===== src/hw/rtl/tvls_pkg.sv =====
`timescale 1ns / 1ps
// ----------------------------------------------------------------------------
// tvls_pkg
// shared types and constants of the twist velocity limit scaler
// ----------------------------------------------------------------------------
package tvls_pkg;

  localparam int DW = 32;        // twist component width, q16.16
  localparam int LW = DW - 1;    // angular norm limit width
  localparam int PW = 2 * DW;    // product width
  localparam int NLIN = 3;

  typedef logic signed [DW-1:0] data_t;

  // one linear axis candidate factor num/den, neg marks a negative factor
  typedef struct packed {
    logic          neg;
    logic [DW-1:0] num;
    logic [DW-1:0] den;
  } cand_t;

  typedef enum logic [2:0] {
    REG_MAX_LIN_X  = 3'd0,
    REG_MAX_LIN_Y  = 3'd1,
    REG_MAX_LIN_Z  = 3'd2,
    REG_MIN_LIN_X  = 3'd3,
    REG_MIN_LIN_Y  = 3'd4,
    REG_MIN_LIN_Z  = 3'd5,
    REG_MAX_ANG    = 3'd6
  } reg_idx_t;

  localparam data_t          RST_MAX_LIN = 32'sd65536;
  localparam data_t          RST_MIN_LIN = -32'sd65536;
  localparam logic [LW-1:0]  RST_MAX_ANG = 31'd65536;

  localparam logic [DW-1:0]  ONE = 32'd1;

endpackage


===== src/hw/rtl/tvls_sqrt.sv =====
`timescale 1ns / 1ps
// ----------------------------------------------------------------------------
// tvls_sqrt
// pipelined integer square root, one root bit per stage
// ----------------------------------------------------------------------------
module tvls_sqrt import tvls_pkg::*; (
  input  logic          clk,
  input  logic          en,
  input  logic [PW-1:0] x,
  output logic [DW-1:0] root
);

  localparam int STEPS = DW;

  logic [DW+1:0] rem_s  [STEPS];
  logic [DW-1:0] root_s [STEPS];
  logic [PW-1:0] x_s    [STEPS];

  for (genvar i = 0; i < STEPS; i++) begin : g_step
    logic [DW+1:0] rem_p;
    logic [DW-1:0] root_p;
    logic [PW-1:0] x_p;
    logic [DW+3:0] cur, trial;
    logic          ge;

    if (i == 0) begin : g_first
      assign rem_p  = '0;
      assign root_p = '0;
      assign x_p    = x;
    end else begin : g_rest
      assign rem_p  = rem_s[i-1];
      assign root_p = root_s[i-1];
      assign x_p    = x_s[i-1];
    end

    assign cur   = {rem_p, x_p[PW-1 -: 2]};
    assign trial = {2'b00, root_p, 2'b01};
    assign ge    = cur >= trial;

    always_ff @(posedge clk) begin
      if (en) begin
        rem_s[i]  <= ge ? (DW+2)'(cur - trial) : cur[DW+1:0];
        root_s[i] <= {root_p[DW-2:0], ge};
        x_s[i]    <= {x_p[PW-3:0], 2'b00};
      end
    end
  end

  assign root = root_s[STEPS-1];

endmodule


===== config.mk =====
export PLATFORM = sky130hd
export DESIGN_NAME = tvls_sqrt
export DESIGN_NICKNAME = d
export VERILOG_FILES = /design/src/hw/rtl/tvls_pkg.sv /design/src/hw/rtl/tvls_sqrt.sv
export SDC_FILE = /design/constraint.sdc
export NUM_CORES = 2
export LEC_CHECK = 0
export BUFFER_PORTS_ARGS = -buffer_cell sky130_fd_sc_hd__buf_2
export CAP_MARGIN = 25
export CELL_PAD_IN_SITES_DETAIL_PLACEMENT = 0
export CELL_PAD_IN_SITES_GLOBAL_PLACEMENT = 2
export CORE_ASPECT_RATIO = 1.2
export CORE_MARGIN = 4
export CORE_UTILIZATION = 41
export DETAILED_ROUTE_END_ITERATION = 10
export PLACE_DENSITY = 0.83
export SETUP_SLACK_MARGIN = 0.15
export SYNTH_ARGS = -nofsm -noshare
export SYNTH_HDL_FRONTEND = slang
export SYNTH_MEMORY_MAX_BITS = 65536
export SYNTH_SLANG_ARGS = --single-unit

===== constraint.sdc =====
create_clock -name clk -period 3.6 [get_ports clk]
set_input_delay 0.36 -clock clk [delete_from_list [all_inputs] [get_ports clk]]
set_output_delay 0.36 -clock clk [all_outputs]
set_load 0.01 [all_outputs]

# --- Yosys cells after proc, flatten, opt, wreduce, memory -nomap -nowiden ---
# Memory sizes are Yosys's and may differ from the RTL's.
# Cells that the tools add are included.
totals:
  out_inout_bits: 32
  memories: 3
  ff_bits: 0
  ramBits: 4096
op_classes:
  order_cmp: 32
  mux: 34
  add_sub_neg: 32
memory_table:
  columns: ["name", "words", "width", "rd", "rd_ports_with_merged_regs", "wr", "line_no", "source"]
  rows:
  - ["x_s", 32, 62, 31, 0, 32, "tvls_sqrt.sv:17", "logic [PW-1:0] x_s [STEPS];"]
  - ["rem_s", 32, 34, 31, 0, 32, "tvls_sqrt.sv:15", "logic [DW+1:0] rem_s [STEPS];"]
  - ["root_s", 32, 32, 32, 0, 32, "tvls_sqrt.sv:16", "logic [DW-1:0] root_s [STEPS];"]
ops:
  columns: ["op", "n"]
  rows:
  - ["$ge 36x34->1", 31]
  - ["$mux 34", 32]
  - ["$sub 34x34->34", 31]
  - ["$sub 2x1->3 const B", 1]
  - ["$ge 2x1->1 const B", 1]
  - ["$mux 1", 2]

# --- Depth between registers and ports, before layout ---
# An unclocked memory read counts as a cell.
depth:
  ltp_word: 3
  depth_mapped: 14
  mapped_depth_nobuf: 14

# --- Worst setup path after synthesis ---
# No wires, ideal clock.
synth_timing:
  kind: "flip-flop to flip-flop"
  startpoint: "memory rem_s[10][20] (netlist bit)"
  endpoint: "memory rem_s[11][23] (netlist bit) (data pin)"
  setup_slack_ns: -0.033
  arrival_time_ns: 3.362
  setup_ns: 0.271
  t_required_ns: 3.329
  period_less_slack_ns: 3.633
  stages_incl_launch_ff: 13
  n_path_buf: 2
  path_cell_list: "edfxtp_1 -> or4_1 -> or3_1 -> or4_1 -> or3_1 -> or3_1 -> or3_1 -> buf_6 -> nand2b_4 -> or3_2 -> buf_6 -> nor4_1 -> xor2_1"
synth_rtl:
  columns: ["element", "line_no"]
  rows:
  - ["from (decl)", "tvls_sqrt.sv:15"]

==> impl_metrics.csv <==
group,metric,value,unit
floorplanning,floorplan.core_area,283300,sq um
synth,synth-edff-count,2523,
route,routed_via_density,5.124,
sta,rsz0062_at_grt,"yes",
sta,final-setup-viol-count,0,
worst_setup_path,crit_arrival,4.11,ns
worst_setup_path,r2r_slack,0.07,ns
sta,clock_skew,0.06257,ns
worst_setup_path,timing.critical_path.fanout_max,8,
cts,cts-htree-levels,5,
layout,finalInstanceArea,135600,sq um
worst_setup_path,r2r-start,"rem_s[15][20]$_DFFE_PP_",
place,place_inst,12980,
route,route.detailed.drc,0,
synth,synth.lib_cells_used.distinct,86,
power,swShare,27.70,%
place,place_ws,-0.06678,ns
worst_setup_path,worst_path_max_delay_cell,"sky130_fd_sc_hd__or4_4",
power,sequentialPowerShare,46.5,%
worst_setup_path,r2r_end,"rem_s[16][31]$_DFFE_PP_",
global_route,grt.total_usage,15.97,%
floorplanning,initial_cell_density_of_the_core,41.16,%
sta,hold_slack,0.04246,ns
sta,number_of_hold_slack_violations_in_the_final_timing_report,0,
synth,syn_area,116600,sq um
global_route,first_global_vias,70460,
layout,finalNetCount,10220,
cts,clk_path_buf_depth,4,
worst_setup_path,timing.setup.critical_path_class,"register to register",
floorplanning,placementRows,214,
synth,postSynthAreaPerCell,13.02,sq um
sta,top_achievable_clock_speed,282.9,MHz
floorplanning,die_area,293000,sq um
floorplanning,die_y,592.2,microns
synth,share_of_flip_flops_with_an_asynchronous_set_or_reset,0,%
place,routabilityCongestion,0.8724,
sta,timing_worst_slew_pin_value,0.9566,ns
worst_setup_path,critical_path_required,4.17,ns
global_route,grt_first_pass_wirelength,377900,microns
global_route,antenna_found_initial,2,
worst_setup_path,critical-path-top-cell-by-count,"sky130_fd_sc_hd__or3_4",
worst_setup_path,timing.critical_path.to_type,"register",
route,wl_per_cell,17.65,microns
sta,maxSlewHeadroom,35.64,%
power,power.ir.vdd_worst,0.0004570,V
cts,clock-root-buffer,"sky130_fd_sc_hd__clkbuf_16",
layout,final_cell_count_no_fill,13590,
worst_setup_path,timing.critical_path.depth,11,
floorplanning,chipWidth,494.8,microns
power,internal_power,61.70,mW
sta,worst_setup_margin,0.06575,ns
route,ant_nets,0,
global_route,grt_overflow_total,0,
synth,ys_ff_latch,2523,
worst_setup_path,crit_buf_inv,1,
worst_setup_path,setup.worst_path.end,"rem_s[16][31]$_DFFE_PP_",
synth,mappedNetlistNets,9586,
synth,yosysSeqAreaShare,64.97,%
route,drt_iter0_markers,4067,
cts,cts_tree,"done",
route,drt_wl_total,239800,microns
power,powerDensity,629.4,nW/um^2
place,place.detailed.hpwl,174300,microns
worst_setup_path,startpoint,"rem_s[15][20]$_DFFE_PP_",
power,pwr-share-clk,33.2,%
cts,tritoncts_buffer_count,279,
power,power.leakage,51.86,nW
cts,clk_sink_count,2523,
floorplanning,io_pins,98,
cts,clkSlewWorstSetupHoldPaths,0.06,ns
worst_setup_path,cp_top_family,"simple AND/OR/NAND/NOR gates",
power,comb_power_share,20.3,%
layout,fraction_of_layout_cells_with_a_size_suffix_above_1,12.31,%
route,num_vias,69610,
power,total_switching_power,23.64,mW
sta,final_max_slew_viol_count,0,
min_path,worstHoldPathType,"input pin to register",
worst_setup_path,reg2reg_depth,11,
cts,clkLatencyLatePin,0.84,ns
worst_setup_path,cp_max_stage_delay,0.54,ns
global_route,grt_max_degree,126,
worst_setup_path,crit_chain,"or4_4, or3_4, or3_4, or3_4, or4_4, a2111oi_4, a21oi_2, buf_6, nand3b_4, nor3_2, xor2_1",
synth,synth_flop_cell,"sky130_fd_sc_hd__edfxtp_1",
synth,syn-instance-count,8958,
sta,post-route-min-period,3.534,ns
route,dr.pass1.iters,5,
layout,area_delta_synth_final,16.29,%
flow_run,drv_cap,0,
sta,layout_worst_path_cycle_share,98.17,%
outcome,outcome,"finished clean",
place,port_buffers,97,
synth,synthesis.yosys.warnings,0,
worst_setup_path,crit_path_start_kind,"register",
place,post_dp_cell_area,124100,sq um
## registers in the layout, summed over array words and instances, names as in the netlist
| register | cells |
|---|---|
| root_s | 528 |
| x_s | 992 |
| rem_s | 1003 |
## layout make-up
class,count,area (sq um)
Fill cell,25010,147700
Sequential cell,2523,75760
Multi-Input combinational cell,5565,38800
Clock buffer,309,7158
Tap cell,3780,4730
Timing Repair Buffer,521,4532
Inverter,704,2650
Clock inverter,180,1954
Antenna cell,3,7.507
## per-layer routing
layer	track usage [%]	wire length (microns)
met5	0	0
met3	2.158	7699
met4	5.150	7515
met2	30.76	130500
met1	18.04	94010
## worst min path at each step
| stage | startpoint | to | slack [ns] | depth (start not counted) |
|---|---|---|---|---|
| after floorplan | x_s[9][18]$_DFFE_PP_ | x_s[10][20]$_DFFE_PP_ | 0.40 | 0 |
| after global placement | x_s[0][38]$_DFFE_PP_ | x_s[1][40]$_DFFE_PP_ | 0.40 | 0 |
| after detailed placement | x_s[9][19]$_DFFE_PP_ | x_s[10][21]$_DFFE_PP_ | 0.40 | 0 |
| after CTS | en | x_s[0][3]$_DFFE_PP_ | 0.01 | 1 |
| after global routing | en | x_s[0][3]$_DFFE_PP_ | 0.02 | 1 |
| final | en | x_s[0][3]$_DFFE_PP_ | 0.04 | 1 |
## kinds of logic (layout without fill, tap and decap cells)
group                    Yosys count  count (layout)  share of synthesized area, %
AND/OR/NAND/NOR                 2307            2307                         9.706
other                              1               4                      0.003216
AO/OA/AOI/OAI                   1762            1762                         9.282
flip-flops                      2523            2523                         64.97
multiplexers                      85              85                        0.8037
adder cells (fa/ha/maj)          562             562                         6.030
buffers and inverters            870            1714                         2.832
XOR/XNOR                         848             848                         6.370
## power groups by stage
stage	Combinational (mW)	Clock, mW	Sequential, mW
floorplan	12.1	0	39.0
global placement	16.6	0	40.3
detailed placement	16.7	0	40.3
CTS	17.0	29.3	39.7
global route	19.4	30.5	40.0
finish	17.3	28.4	39.6
## cell usage in the layout (no fill, tap or decap), drive strengths merged, types with 420 or more instances in the layout
cell / instances
nand2: 622
o21ai: 448
inv: 716
nor2: 574
edfxtp: 2523
buf: 452
xor2: 428
ha: 562
xnor2: 420
a21oi: 592
## Yosys cell counts (210+ instances only)
| library cell | n | area share, % |
|---|---|---|
| sky130_fd_sc_hd__inv_1 | 701 | 2.3 |
| sky130_fd_sc_hd__a21oi_1 | 591 | 2.5 |
| sky130_fd_sc_hd__edfxtp_1 | 2523 | 65 |
| sky130_fd_sc_hd__nor2_1 | 573 | 1.8 |
| sky130_fd_sc_hd__o21ai_0 | 447 | 1.9 |
| sky130_fd_sc_hd__ha_1 | 562 | 6.0 |
| sky130_fd_sc_hd__nand2_1 | 622 | 2.0 |
| sky130_fd_sc_hd__nor3_1 | 210 | 0.90 |
| sky130_fd_sc_hd__a21o_1 | 233 | 1.5 |
| sky130_fd_sc_hd__xnor2_1 | 420 | 3.2 |
| sky130_fd_sc_hd__xor2_1 | 428 | 3.2 |
## through the flow
step | util, % | total power, mW | TNS, ns
after floorplan | - | 51.19 | -0.02689
after global placement | 43.82 | 56.84 | -0.7585
after detailed placement | 43.82 | 57.03 | -0.7712
after CTS | 47.42 | 86.00 | 0
after global routing | 47.86 | 90.00 | -0.4728
final | 47.87 | 85.34 | 0
## repair_timing
action	4_1_cts	5_1_grt
cloned	3	4
setup endpoints to repair	234	550
pin swaps	11	53
hold buffers	65	0
hold endpoints to repair	65	0
resized for setup	67	208
setup buffers	12	29
Power figures use the tool's default switching activity.
