===== src/hw/rtl/tvls_pkg.sv =====
`timescale 1ns / 1ps
// ----------------------------------------------------------------------------
// tvls_pkg
// shared types and constants of the twist velocity limit scaler
// ----------------------------------------------------------------------------
package tvls_pkg;

  localparam int DW = 32;        // twist component width, q16.16
  localparam int LW = DW - 1;    // angular norm limit width
  localparam int PW = 2 * DW;    // product width
  localparam int NLIN = 3;

  typedef logic signed [DW-1:0] data_t;

  // one linear axis candidate factor num/den, neg marks a negative factor
  typedef struct packed {
    logic          neg;
    logic [DW-1:0] num;
    logic [DW-1:0] den;
  } cand_t;

  typedef enum logic [2:0] {
    REG_MAX_LIN_X  = 3'd0,
    REG_MAX_LIN_Y  = 3'd1,
    REG_MAX_LIN_Z  = 3'd2,
    REG_MIN_LIN_X  = 3'd3,
    REG_MIN_LIN_Y  = 3'd4,
    REG_MIN_LIN_Z  = 3'd5,
    REG_MAX_ANG    = 3'd6
  } reg_idx_t;

  localparam data_t          RST_MAX_LIN = 32'sd65536;
  localparam data_t          RST_MIN_LIN = -32'sd65536;
  localparam logic [LW-1:0]  RST_MAX_ANG = 31'd65536;

  localparam logic [DW-1:0]  ONE = 32'd1;

endpackage


===== src/hw/rtl/tvls_lane.sv =====
`timescale 1ns / 1ps
// ----------------------------------------------------------------------------
// tvls_lane
// one linear axis: checks the limits and forms the candidate factor
// ----------------------------------------------------------------------------
module tvls_lane import tvls_pkg::*; (
  input  logic  clk,
  input  logic  en,
  input  data_t v,
  input  data_t hi,
  input  data_t lo,
  output cand_t cand
);

  logic              above, below;
  data_t             lim;
  logic signed [DW:0] n, d;
  cand_t             cand_next;

  assign above = v > hi;
  assign below = v < lo;
  assign lim   = above ? hi : lo;

  always_comb begin
    n = lim;
    d = v;
    if (v < 0) begin
      n = -n;
      d = -d;
    end
    cand_next.neg = 1'b0;
    cand_next.num = ONE;
    cand_next.den = ONE;
    if (above || below) begin
      if (v == 0) begin
        // zero divisor: only negative infinity matters
        cand_next.neg = lim < 0;
      end else if (n < 0) begin
        cand_next.neg = 1'b1;
      end else begin
        cand_next.num = n[DW-1:0];
        cand_next.den = d[DW-1:0];
      end
    end
  end

  always_ff @(posedge clk) begin
    if (en) begin
      cand <= cand_next;
    end
  end

endmodule


===== config.mk =====
export PLATFORM = sky130hd
export DESIGN_NAME = tvls_lane
export DESIGN_NICKNAME = d
export VERILOG_FILES = /design/src/hw/rtl/tvls_pkg.sv /design/src/hw/rtl/tvls_lane.sv
export SDC_FILE = /design/constraint.sdc
export NUM_CORES = 1
export LEC_CHECK = 0
export BUFFER_PORTS_ARGS = -buffer_cell sky130_fd_sc_hd__buf_2
export CORE_MARGIN = 2
export CORE_UTILIZATION = 45
export CTS_CLUSTER_SIZE = 28
export DETAILED_ROUTE_END_ITERATION = 6
export GPL_TIMING_DRIVEN = 0
export HOLD_SLACK_MARGIN = 0.05
export PLACE_DENSITY = 0.71
export SLEW_MARGIN = 0
export SYNTH_ARGS = -nofsm -noshare
export SYNTH_HDL_FRONTEND = slang
export SYNTH_SLANG_ARGS = --single-unit

===== constraint.sdc =====
create_clock -name clk -period 11.61 [get_ports clk]
set_input_delay 0.5805 -clock clk [delete_from_list [all_inputs] [get_ports clk]]
set_output_delay 0.5805 -clock clk [all_outputs]
set_load 0.005 [all_outputs]

; ---- After elaboration in Yosys (flattened, before gate mapping)
; Cells that the tools add are included.
[totals]
ff_bits = 65
latchBits = 0
mem_bits_rw = 0
rom_bits = 0
inputBits = 98
output_inout_bits = 65
word_cells = 19
memories = 0
[classes]
add_sub_neg = 2
multipliers = 0
div = 0
magnitude_cmp = 5
eq_ne = 0
n_shift = 0
muxes = 5
bitwise_logic = 1
n_reduce_logical = 3
[ops]
columns = operator, n
row1 = 32-bit by 1-bit < comparator with 1-bit output (second input constant), 2
row2 = 32-bit two-way mux, 2
row3 = 33-bit by 1-bit < comparator with 1-bit output (second input constant), 1
row4 = 33-bit two-way mux, 1
row5 = 32-bit negation with 33-bit output, 1
row6 = 32-bit > comparator, 1
row7 = 32-bit logical NOT, 1
row8 = 32-bit < comparator, 1
row9 = 32-bit negation, 1
row10 = 3-bit OR reduction, 1
row11 = 1-bit two-way mux, 2
row12 = 1-bit logical OR, 1
row13 = 1-bit NOT, 1

; ---- Longest topological paths before layout
; Gate-level depths: netlist (run 1).
[logic_depth]
ltp_word = 7
mapped_depth = 24
depth_no_buf = 18

; ---- Worst setup path before layout (run 1)
; No wires, ideal clock.
[synth_path]
path_type = input port to flip-flop
start = input port hi[31]
end = register cand[31] in the netlist's numbering (data pin)
setup_time_ps = 176
arrival_ps = 5403
required_time_ps = 11434
slack_ps = 6031
path_stages = 22
path_buffers = 4
path_cell_list = inv_1 ha_1 nand4_1 nor3_1 a221oi_1 nand2_1 a21oi_1 a21o_1 buf_2 buf_2 mux2i_1 ha_1 nand3_1 or4_1 clkbuf_1 mux2i_1 nor2_1 a2111oi_2 a21oi_1 a221o_1 buf_6 nor4_1
[synth_between]
elab_chain_len = 6
word_cells_on_any_way = 8
cone_classes = 1 x add/sub / 2 x order compare / 2 x mux / 1 x bitwise / 2 x reduce/logical
[synth_rtl]
columns = item, line_no
row1 = "start, declared", tvls_lane.sv:10  ; input data_t hi,
row2 = 32-bit > comparator, tvls_lane.sv:20  ; assign above = v > hi;
row3 = 32-bit two-way mux, tvls_lane.sv:22  ; assign lim = above ? hi : lo;
row4 = 32-bit negation with 33-bit output, tvls_lane.sv:28  ; n = -n;
row5 = 33-bit two-way mux, tvls_lane.sv:27  ; if (v < 0) begin
row6 = 33-bit by 1-bit < comparator with 1-bit output, tvls_lane.sv:38  ; end else if (n < 0) begin
row7 = 3-bit OR reduction (no line) *, -
row8 = "end signal, assigned", tvls_lane.sv:49  ; cand <= cand_next;
row9 = "end, declared", tvls_lane.sv:12  ; output cand_t cand
; Mark *: on every way between the ends. The rest lies on a longest branch, timed or not.
; A chain may end at the register's enable or synchronous reset.

; ---- Worst setup path after layout (run 1)
[layout_path]
start = input port hi[19]
end = register cand[44] in the netlist's numbering (data pin)
[layout_between]
elab_chain_len = 6
word_cells_on_any_way = 8
cone_classes = 1 x add/sub / 2 x order compare / 2 x mux / 1 x bitwise / 2 x reduce/logical
[layout_rtl]
columns = item, line_no
row1 = 32-bit > comparator, tvls_lane.sv:20
row2 = 32-bit two-way mux, tvls_lane.sv:22
row3 = 32-bit negation with 33-bit output, tvls_lane.sv:28
row4 = 33-bit two-way mux, tvls_lane.sv:27
row5 = 33-bit by 1-bit < comparator with 1-bit output, tvls_lane.sv:38
row6 = 3-bit OR reduction (no line), -
; Parallel ways exist; a longest one is shown, timed or not.

==> flow_metrics.py, run 1 <==
metrics = {
    "status": {
        "status": "finished, final reports clean",
    },
    "synthesis": {
        "mappedNetlistNets": 935,
        "yosys-top-cells-area": "sky130_fd_sc_hd__edfxtp_1 (30%), sky130_fd_sc_hd__ha_1 (12%), sky130_fd_sc_hd__mux2i_1 (6.7%), sky130_fd_sc_hd__nor2_1 (5.7%), sky130_fd_sc_hd__xor2_1 (4.0%)",
        "yosysMostFrequentCell": "sky130_fd_sc_hd__nor2_1",
        "dominantRegCellSynth": "sky130_fd_sc_hd__edfxtp_1",
        "synthesis.area_mm2": 0.006571,
        "synth_warnings": 0,
        "yosysTopAreaCellShare": 0.2970,
        "synth_seq_area_share": 0.2970,
        "postSynth.asyncResetShare": 0,
        "yosysUniqueCellTypes": 59,
        "synth.ff_latch_count": 65,
        "syn_inst": 772,
        "synth_enable_flop_cells": 65,
        "dominant_cell_type_by_area_after_synthesis": "sky130_fd_sc_hd__edfxtp_1",
        "synth.top_cells.by_count": "sky130_fd_sc_hd__nor2_1 (100), sky130_fd_sc_hd__inv_1 (68), sky130_fd_sc_hd__edfxtp_1 (65), sky130_fd_sc_hd__ha_1 (65), sky130_fd_sc_hd__nand2_1 (51)",
        "avgSynthCellArea_um2": 8.512,
    },
    "finish": {
        "area.sequential_mm2": 0.001952,
        "max_flop_register": "cand",
        "layout_top_registers": "cand x65",
        "layout.nets": 1108,
        "largest_reg_flops": 65,
        "synthToLayoutAreaGrowth_pct": 19.76,
        "final_layout_size_suffix_gt1_frac": 0.2137,
        "multi_input_comb_area_mm2": 0.004192,
        "final.fill_count": 1438,
        "num_antenna_cells": 0,
        "instances_no_fill": 1134,
        "finish.utilization": 0.5456,
    },
    "floorplanning": {
        "start_util": 0.4556,
        "chip_width_um": 124.8,
        "height_of_the_die_um": 124.8,
        "core.rowCount": 44,
        "floorplan.die_area_mm2": 0.01559,
        "pin_count": 163,
        "placeableCoreArea_mm2": 0.01442,
    },
    "clock_network": {
        "tritoncts_num_sinks": 65,
        "cts_made_buffers": 9,
        "htree_levels": 3,
        "cts_tree": "built",
        "postCtsSetupBuffers": 0,
        "cts-root-to-sink-buffers": 2,
        "postCtsHoldBufs": 0,
        "cts-root-buf": "sky130_fd_sc_hd__clkbuf_16",
        "cts-resized-gates": 0,
        "clock_input_transition_at_the_sequential_cells_of_the_worst_setup_and_hold_paths_ns": 0.05,
    },
    "route": {
        "drt_pre_antenna_iters": 5,
        "dr_total_vias": 6714,
        "route.detailed.vias_per_inst": 5.921,
        "drc": 0,
        "detail_route.wl_per_cell_um": 19.10,
        "drtAntennaViolNets": 0,
        "detailedRoute.firstIterationViolations": 533,
        "wl_mm": 21.66,
    },
    "placement": {
        "dpl_worst_slack_ns": 4.444,
        "place.detailed.instances": 1118,
        "dp_hpwl_mm": 17.19,
        "port-buffer-count": 162,
        "routabilityCongestion": 1.002,
    },
    "sta": {
        "grt_setup_unrepaired": "false",
        "report.final.setup_viol": 0,
        "final_critical_path_setup_slack_ns": 4.620,
        "max-slew-margin-rel": 0.2215,
        "worst_slew_pin_slew_ns": 1.168,
        "max_freq_ghz": 0.1431,
        "min_period_ns": 6.990,
        "timing.final.max_slew_violations": 0,
        "totalNegativeSetupSlack_ns": 0,
        "hold_vio_cnt_final": 0,
        "final_period_utilization": 0.6021,
    },
    "critical_path": {
        "worstPathMaxFanout": 10,
        "endpoint_kind": "register",
        "crit_path_dat_ns": 7.18,
        "criticalPathCategory": "in2reg",
        "setup.worst_path.start_class": "input port",
        "crit_required_ns": 11.80,
    },
    "grt": {
        "grt_pass1_wl_mm": 33.85,
        "grt_start_max_net_pins": 66,
        "number_of_antenna_violations_at_the_first_check_in_global_routing": 0,
        "globalRouteTotalUtil": 0.2772,
        "grt-ovfl-total": 0,
        "vias_in_the_first_global_route": 6434,
    },
    "power_and_ir_drop": {
        "swShare": 0.3405,
        "power.share.combinational": 0.363,
        "seq_power_share": 0.357,
        "power_leakage_nw": 3.520,
        "cellInternalPower_mw": 0.5707,
        "clock_power_share": 0.280,
        "net_switching_power_mw": 0.2946,
        "power_density_of_the_placed_cells_mw_per_mm2": 110.0,
        "worst_voltage_drop_across_the_vdd_grid_mv": 0.07146,
    },
    "flow_run": {
        "maxCapViolCount": 0,
    },
    "hold_path": {
        "worstHoldPathType": "in2reg",
    },
}
## path summary, 6_finish.rpt
kind	from	end	slack [ns]	cells after the start
hold / removal	v[0]	cand[0]$_SDFFCE_PP1P_	0.59	3
setup / recovery	hi[19]	cand[44]$_SDFFCE_PP0P_	4.62	24
## cells in the final DEF (no fill, tap or decap), types with 3 or more instances in the layout
cell / n
sky130_fd_sc_hd__a31oi_1: 6
sky130_fd_sc_hd__o21ai_0: 48
sky130_fd_sc_hd__nor2b_1: 4
sky130_fd_sc_hd__a211oi_1: 7
sky130_fd_sc_hd__clkbuf_16: 9
sky130_fd_sc_hd__buf_6: 7
sky130_fd_sc_hd__and4_1: 3
sky130_fd_sc_hd__and3_1: 5
sky130_fd_sc_hd__nand2_1: 51
sky130_fd_sc_hd__ha_1: 65
sky130_fd_sc_hd__buf_2: 167
sky130_fd_sc_hd__a221oi_1: 6
sky130_fd_sc_hd__and2_1: 3
sky130_fd_sc_hd__or4_1: 7
sky130_fd_sc_hd__o211ai_1: 4
sky130_fd_sc_hd__nand4_1: 19
sky130_fd_sc_hd__clkbuf_1: 16
sky130_fd_sc_hd__xor2_1: 30
sky130_fd_sc_hd__nor3b_1: 4
sky130_fd_sc_hd__mux2_2: 4
sky130_fd_sc_hd__or3_1: 19
sky130_fd_sc_hd__nand4b_1: 3
sky130_fd_sc_hd__edfxtp_1: 65
sky130_fd_sc_hd__buf_1: 3
sky130_fd_sc_hd__nor4_1: 29
sky130_fd_sc_hd__nor2_1: 100
sky130_fd_sc_hd__mux2i_1: 44
sky130_fd_sc_hd__a21oi_1: 35
sky130_fd_sc_hd__or2_2: 3
sky130_fd_sc_hd__nor3_1: 16
sky130_fd_sc_hd__o31ai_1: 8
sky130_fd_sc_hd__inv_1: 68
sky130_fd_sc_hd__nand3_1: 17
sky130_fd_sc_hd__a21o_1: 8
sky130_fd_sc_hd__a2111oi_0: 4
sky130_fd_sc_hd__xnor2_1: 27
sky130_fd_sc_hd__clkinv_2: 3
## area by class of cell
type,count,share of cell area
multi-input cells,609,0.5326
flip-flops and latches,65,0.2480
repair buffers,162,0.1033
inverters,68,0.03243
clock buffers,11,0.02957
well taps,184,0.02925
plain buffers,30,0.02194
clock inverters,5,0.002862
## logic make-up (layout without fill, tap and decap cells)
group,count (synthesis),in the layout,share of synthesized area
compound gates,147,147,0.1415
buf+inv,98,276,0.06512
fa+ha+maj,65,65,0.1238
mux,48,48,0.07388
simple gates,292,292,0.2228
flops,65,65,0.2970
xor+xnor,57,57,0.07597
## critical path, cell delays in order
cell                        delay (ns)
sky130_fd_sc_hd__buf_2            0.17
sky130_fd_sc_hd__inv_1            0.08
sky130_fd_sc_hd__ha_1             0.31
sky130_fd_sc_hd__a21oi_1          0.18
sky130_fd_sc_hd__o21ai_0          0.14
sky130_fd_sc_hd__a221oi_1         0.66
sky130_fd_sc_hd__nand2_1          0.24
sky130_fd_sc_hd__a21oi_1          0.57
sky130_fd_sc_hd__a21o_1           0.27
sky130_fd_sc_hd__buf_2            0.32
sky130_fd_sc_hd__buf_2            0.42
sky130_fd_sc_hd__mux2i_1          0.28
sky130_fd_sc_hd__ha_1             0.24
sky130_fd_sc_hd__nand3_1          0.19
sky130_fd_sc_hd__or4_1            0.51
sky130_fd_sc_hd__clkbuf_1         0.21
sky130_fd_sc_hd__mux2i_1          0.17
sky130_fd_sc_hd__nor2_1           0.09
sky130_fd_sc_hd__a2111oi_2        0.49
sky130_fd_sc_hd__a21oi_1          0.22
sky130_fd_sc_hd__a221o_1          0.34
sky130_fd_sc_hd__buf_6            0.17
sky130_fd_sc_hd__buf_6            0.15
sky130_fd_sc_hd__nor2_1           0.14
## metrics by stage
step | hold slack, ns | area (um^2) | power [mW]
detailed placement | 0.9458 | 7612 | 0.6243
global route | 0.6133 | 7870 | 0.9145
finish | 0.5927 | 7870 | 0.8653
floorplan | 0.6930 | 6571 | 0.4997
global placement | 0.9475 | 7612 | 0.6205
CTS | 0.5878 | 7868 | 0.8688
## per-layer routing
layer / global-route usage / vias to the layer above / share of wire
met5: 0 / - / 0
met4: 0.1359 / 0 / 0.045
met3: 0.04596 / 61 / 0.078
met2: 0.4423 / 331 / 0.46
met1: 0.3654 / 3127 / 0.42
li1: - / 3195 / -
## power by group through the flow
| stage | registers (mW) | logic [mW] | clock network, mW |
|---|---|---|---|
| after CTS | 0.309 | 0.312 | 0.247 |
| after global routing | 0.311 | 0.346 | 0.257 |
| after detailed placement | 0.314 | 0.311 | 0 |
| after floorplan | 0.319 | 0.181 | 0 |
| final | 0.309 | 0.315 | 0.242 |
| after global placement | 0.313 | 0.307 | 0 |
Power figures use the tool's default switching activity.
==> run 2, diff against run 1 <==
--- a/config.mk
+++ b/config.mk
@@ -5,6 +5,7 @@
 export SDC_FILE = /design/constraint.sdc
 export NUM_CORES = 1
 export LEC_CHECK = 0
+export ABC_AREA = 1
 export BUFFER_PORTS_ARGS = -buffer_cell sky130_fd_sc_hd__buf_2
 export CORE_MARGIN = 2
 export CORE_UTILIZATION = 45
@@ -12,7 +13,7 @@
 export DETAILED_ROUTE_END_ITERATION = 6
 export GPL_TIMING_DRIVEN = 0
 export HOLD_SLACK_MARGIN = 0.05
-export PLACE_DENSITY = 0.71
+export PLACE_DENSITY = 0.74
 export SLEW_MARGIN = 0
 export SYNTH_ARGS = -nofsm -noshare
 export SYNTH_HDL_FRONTEND = slang
==> constraint.sdc (replaced) <==
create_clock -name clk -period 6.2 [get_ports clk]
set_input_delay 0.31 -clock clk [delete_from_list [all_inputs] [get_ports clk]]
set_output_delay 0.31 -clock clk [all_outputs]
set_load 0.005 [all_outputs]
==> flow_metrics.py, run 2 <==
metrics = {
    "sta": {
        "grt_setup_unrepaired": "false",
        "final_period_utilization": 0.5759,
        "max-slew-margin-rel": 0.4537,
        "max_freq_ghz": 0.2801,
        "hold_vio_cnt_final": 0,
        "min_period_ns": 3.570,
        "timing.final.max_slew_violations": 0,
        "totalNegativeSetupSlack_ns": 0,
        "final_critical_path_setup_slack_ns": 2.630,
        "worst_slew_pin_slew_ns": 0.8195,
        "report.final.setup_viol": 0,
    },
    "finish": {
        "num_antenna_cells": 0,
        "max_flop_register": "cand",
        "final_layout_size_suffix_gt1_frac": 0.2636,
        "largest_reg_flops": 65,
        "layout.nets": 1186,
        "layout_top_registers": "cand x65",
        "synthToLayoutAreaGrowth_pct": 20.71,
        "finish.utilization": 0.5548,
        "most-common-layout-cells": "sky130_fd_sc_hd__nand2_1 (226), sky130_fd_sc_hd__buf_2 (167), sky130_fd_sc_hd__inv_1 (118)",
        "final.fill_count": 1337,
        "layout_commonest_cell": "sky130_fd_sc_hd__nand2_1",
    },
    "route": {
        "drc": 0,
        "drt_pre_antenna_iters": 6,
        "drtAntennaViolNets": 0,
        "dr_total_vias": 6162,
        "detailedRoute.firstIterationViolations": 595,
        "route.detailed.vias_per_inst": 5.101,
        "detail_route.wl_per_cell_um": 15.32,
        "wl_mm": 18.50,
    },
    "synthesis": {
        "yosys-top-cells-area": "sky130_fd_sc_hd__edfxtp_1 (31%), sky130_fd_sc_hd__nand2_1 (13%), sky130_fd_sc_hd__ha_1 (13%), sky130_fd_sc_hd__inv_1 (7.0%), sky130_fd_sc_hd__nor2_2 (6.5%)",
        "synth_enable_flop_cells": 65,
        "postSynth.asyncResetShare": 0,
        "syn_inst": 850,
        "yosysUniqueCellTypes": 37,
        "avgSynthCellArea_um2": 7.476,
        "dominant_cell_type_by_area_after_synthesis": "sky130_fd_sc_hd__edfxtp_1",
        "yosysMostFrequentCell": "sky130_fd_sc_hd__nand2_1",
        "synth_seq_area_share": 0.3071,
        "synthesis.area_mm2": 0.006355,
        "synth.ff_latch_count": 65,
        "yosysTopAreaCellShare": 0.3071,
        "synth.top_cells.by_count": "sky130_fd_sc_hd__nand2_1 (226), sky130_fd_sc_hd__inv_1 (118), sky130_fd_sc_hd__nor2_2 (66), sky130_fd_sc_hd__edfxtp_1 (65), sky130_fd_sc_hd__ha_1 (65)",
        "mappedNetlistNets": 1013,
        "dominantRegCellSynth": "sky130_fd_sc_hd__edfxtp_1",
        "synth_warnings": 0,
    },
    "critical_path": {
        "crit_path_dat_ns": 3.73,
        "setup.worst_path.start_class": "input port",
        "criticalPathCategory": "in2reg",
        "crit_required_ns": 6.36,
        "endpoint_kind": "register",
        "worstPathMaxFanout": 10,
    },
    "placement": {
        "port-buffer-count": 162,
        "routabilityCongestion": 0.9600,
        "dpl_worst_slack_ns": 2.345,
        "dp_hpwl_mm": 15.40,
    },
    "flow_run": {
        "maxCapViolCount": 0,
    },
    "clock_network": {
        "cts_made_buffers": 9,
        "cts-resized-gates": 0,
        "cts_tree": "built",
        "cts-root-to-sink-buffers": 2,
        "postCtsHoldBufs": 0,
        "cts-root-buf": "sky130_fd_sc_hd__clkbuf_16",
        "postCtsSetupBuffers": 0,
        "clock_input_transition_at_the_sequential_cells_of_the_worst_setup_and_hold_paths_ns": 0.05,
        "htree_levels": 3,
        "tritoncts_num_sinks": 65,
    },
    "floorplanning": {
        "chip_width_um": 122.8,
        "start_util": 0.4596,
        "placeableCoreArea_mm2": 0.01383,
        "core.rowCount": 43,
        "height_of_the_die_um": 122.8,
        "floorplan.die_area_mm2": 0.01509,
        "pin_count": 163,
    },
    "hold_path": {
        "hold_path.startpoint": "v[0]",
        "hold-path-endpoint": "cand[0]$_SDFFCE_PP1P_",
        "worstHoldPathType": "in2reg",
        "worstHoldPathCells": 3,
    },
    "power_and_ir_drop": {
        "power_leakage_nw": 3.831,
        "report.power.total_mw": 1.695,
        "power_density_of_the_placed_cells_mw_per_mm2": 221.0,
        "worst_voltage_drop_across_the_vdd_grid_mv": 0.1186,
    },
    "status": {
        "status": "finished, final reports clean",
    },
    "grt": {
        "number_of_antenna_violations_at_the_first_check_in_global_routing": 0,
        "globalRouteTotalUtil": 0.2523,
        "grt-ovfl-total": 0,
        "grt_pass1_wl_mm": 28.94,
        "vias_in_the_first_global_route": 5676,
        "grt_start_max_net_pins": 66,
    },
}
[run 2: cell count changes in the layout (fill, tap and decap cells not counted), sizes merged, moves of 10 or more]
cell,before,now
clkbuf,25,14
or3,20,0
nand2,51,229
nand3,17,33
nor4,30,4
nor2,100,125
inv,68,118
o21ai,50,22
xnor2,27,17
nand4,19,45
mux2i,44,0
[run 2: power by group]
| part | internal (mW) | switching, mW | total [mW] |
|---|---|---|---|
| clock network | 0.304 | 0.174 | 0.478 |
| logic | 0.235 | 0.400 | 0.635 |
| registers | 0.567 | 0.0145 | 0.582 |
[run 2: metal layers]
| metal | share of wire | wire [um] | global-route usage | vias to the layer above |
|---|---|---|---|---|
| li1 | - | - | - | 3155 |
| met1 | 0.45 | 8256 | 0.3583 | 2728 |
| met2 | 0.46 | 8473 | 0.4026 | 257 |
| met3 | 0.080 | 1477 | 0.03392 | 22 |
| met4 | 0.016 | 295 | 0.06753 | 0 |
| met5 | 0 | 0 | 0 | - |
[run 2: worst max-delay path by stage]
stage            from                endpoint  slack [ns]  cells after the start
2_1_floorplan  hi[31]  cand[31]$_SDFFCE_PP0P_        3.18                     21
3_3_place_gp    v[31]  cand[18]$_SDFFCE_PP0P_        2.39                     23
3_5_place_dp    v[31]  cand[15]$_SDFFCE_PP0P_        2.34                     23
4_1_cts         v[31]  cand[15]$_SDFFCE_PP0P_        2.68                     23
5_1_grt          v[7]  cand[11]$_SDFFCE_PP0P_        2.34                     23
6_report        v[31]  cand[11]$_SDFFCE_PP0P_        2.63                     23
[run 2: cell type report]
cell class | count | area, um^2 | area share
clock buffer | 10 | 229.0 | 0.02985
timing repair buffer | 162 | 813.3 | 0.1060
inverter | 118 | 442.9 | 0.05774
sequential | 65 | 1952 | 0.2544
multi-input combinational | 641 | 3754 | 0.4893
clock inverter | 6 | 48.80 | 0.006361
buffer | 26 | 206.4 | 0.02691
tap | 180 | 225.2 | 0.02936
[run 2: logic make-up after synthesis]
group,after synthesis,share of synthesized area
fa+ha+maj,65,0.1280
buf+inv,144,0.1022
simple gates,459,0.3363
compound gates,72,0.06438
xor+xnor,45,0.06202
flops,65,0.3071
[run 2: critical path, stage by stage]
cell,delay (ns)
sky130_fd_sc_hd__buf_2,0.16
sky130_fd_sc_hd__ha_1,0.37
sky130_fd_sc_hd__nand2_1,0.10
sky130_fd_sc_hd__nor2_2,0.13
sky130_fd_sc_hd__nand2_1,0.10
sky130_fd_sc_hd__nor2_2,0.13
sky130_fd_sc_hd__nand2_1,0.08
sky130_fd_sc_hd__nand2_1,0.08
sky130_fd_sc_hd__nand2_2,0.08
sky130_fd_sc_hd__nand3_4,0.09
sky130_fd_sc_hd__buf_2,0.24
sky130_fd_sc_hd__nand2_1,0.08
sky130_fd_sc_hd__o21ai_1,0.21
sky130_fd_sc_hd__ha_1,0.26
sky130_fd_sc_hd__nand3_1,0.11
sky130_fd_sc_hd__nor2_1,0.15
sky130_fd_sc_hd__nand2_1,0.15
sky130_fd_sc_hd__nor2_1,0.14
sky130_fd_sc_hd__nand2_1,0.07
sky130_fd_sc_hd__nand3_2,0.09
sky130_fd_sc_hd__nand4_4,0.21
sky130_fd_sc_hd__buf_6,0.24
sky130_fd_sc_hd__nor2_2,0.15
[run 2: through the flow]
step / area (um^2) / hold slack (ns) / std cells
after floorplan: 6355 / 0.4225 / 850
after global placement: 7391 / 0.6825 / 1192
after detailed placement: 7391 / 0.6922 / 1192
after CTS: 7669 / 0.3490 / 1208
after global routing: 7671 / 0.3692 / 1208
final: 7671 / 0.3689 / 1208
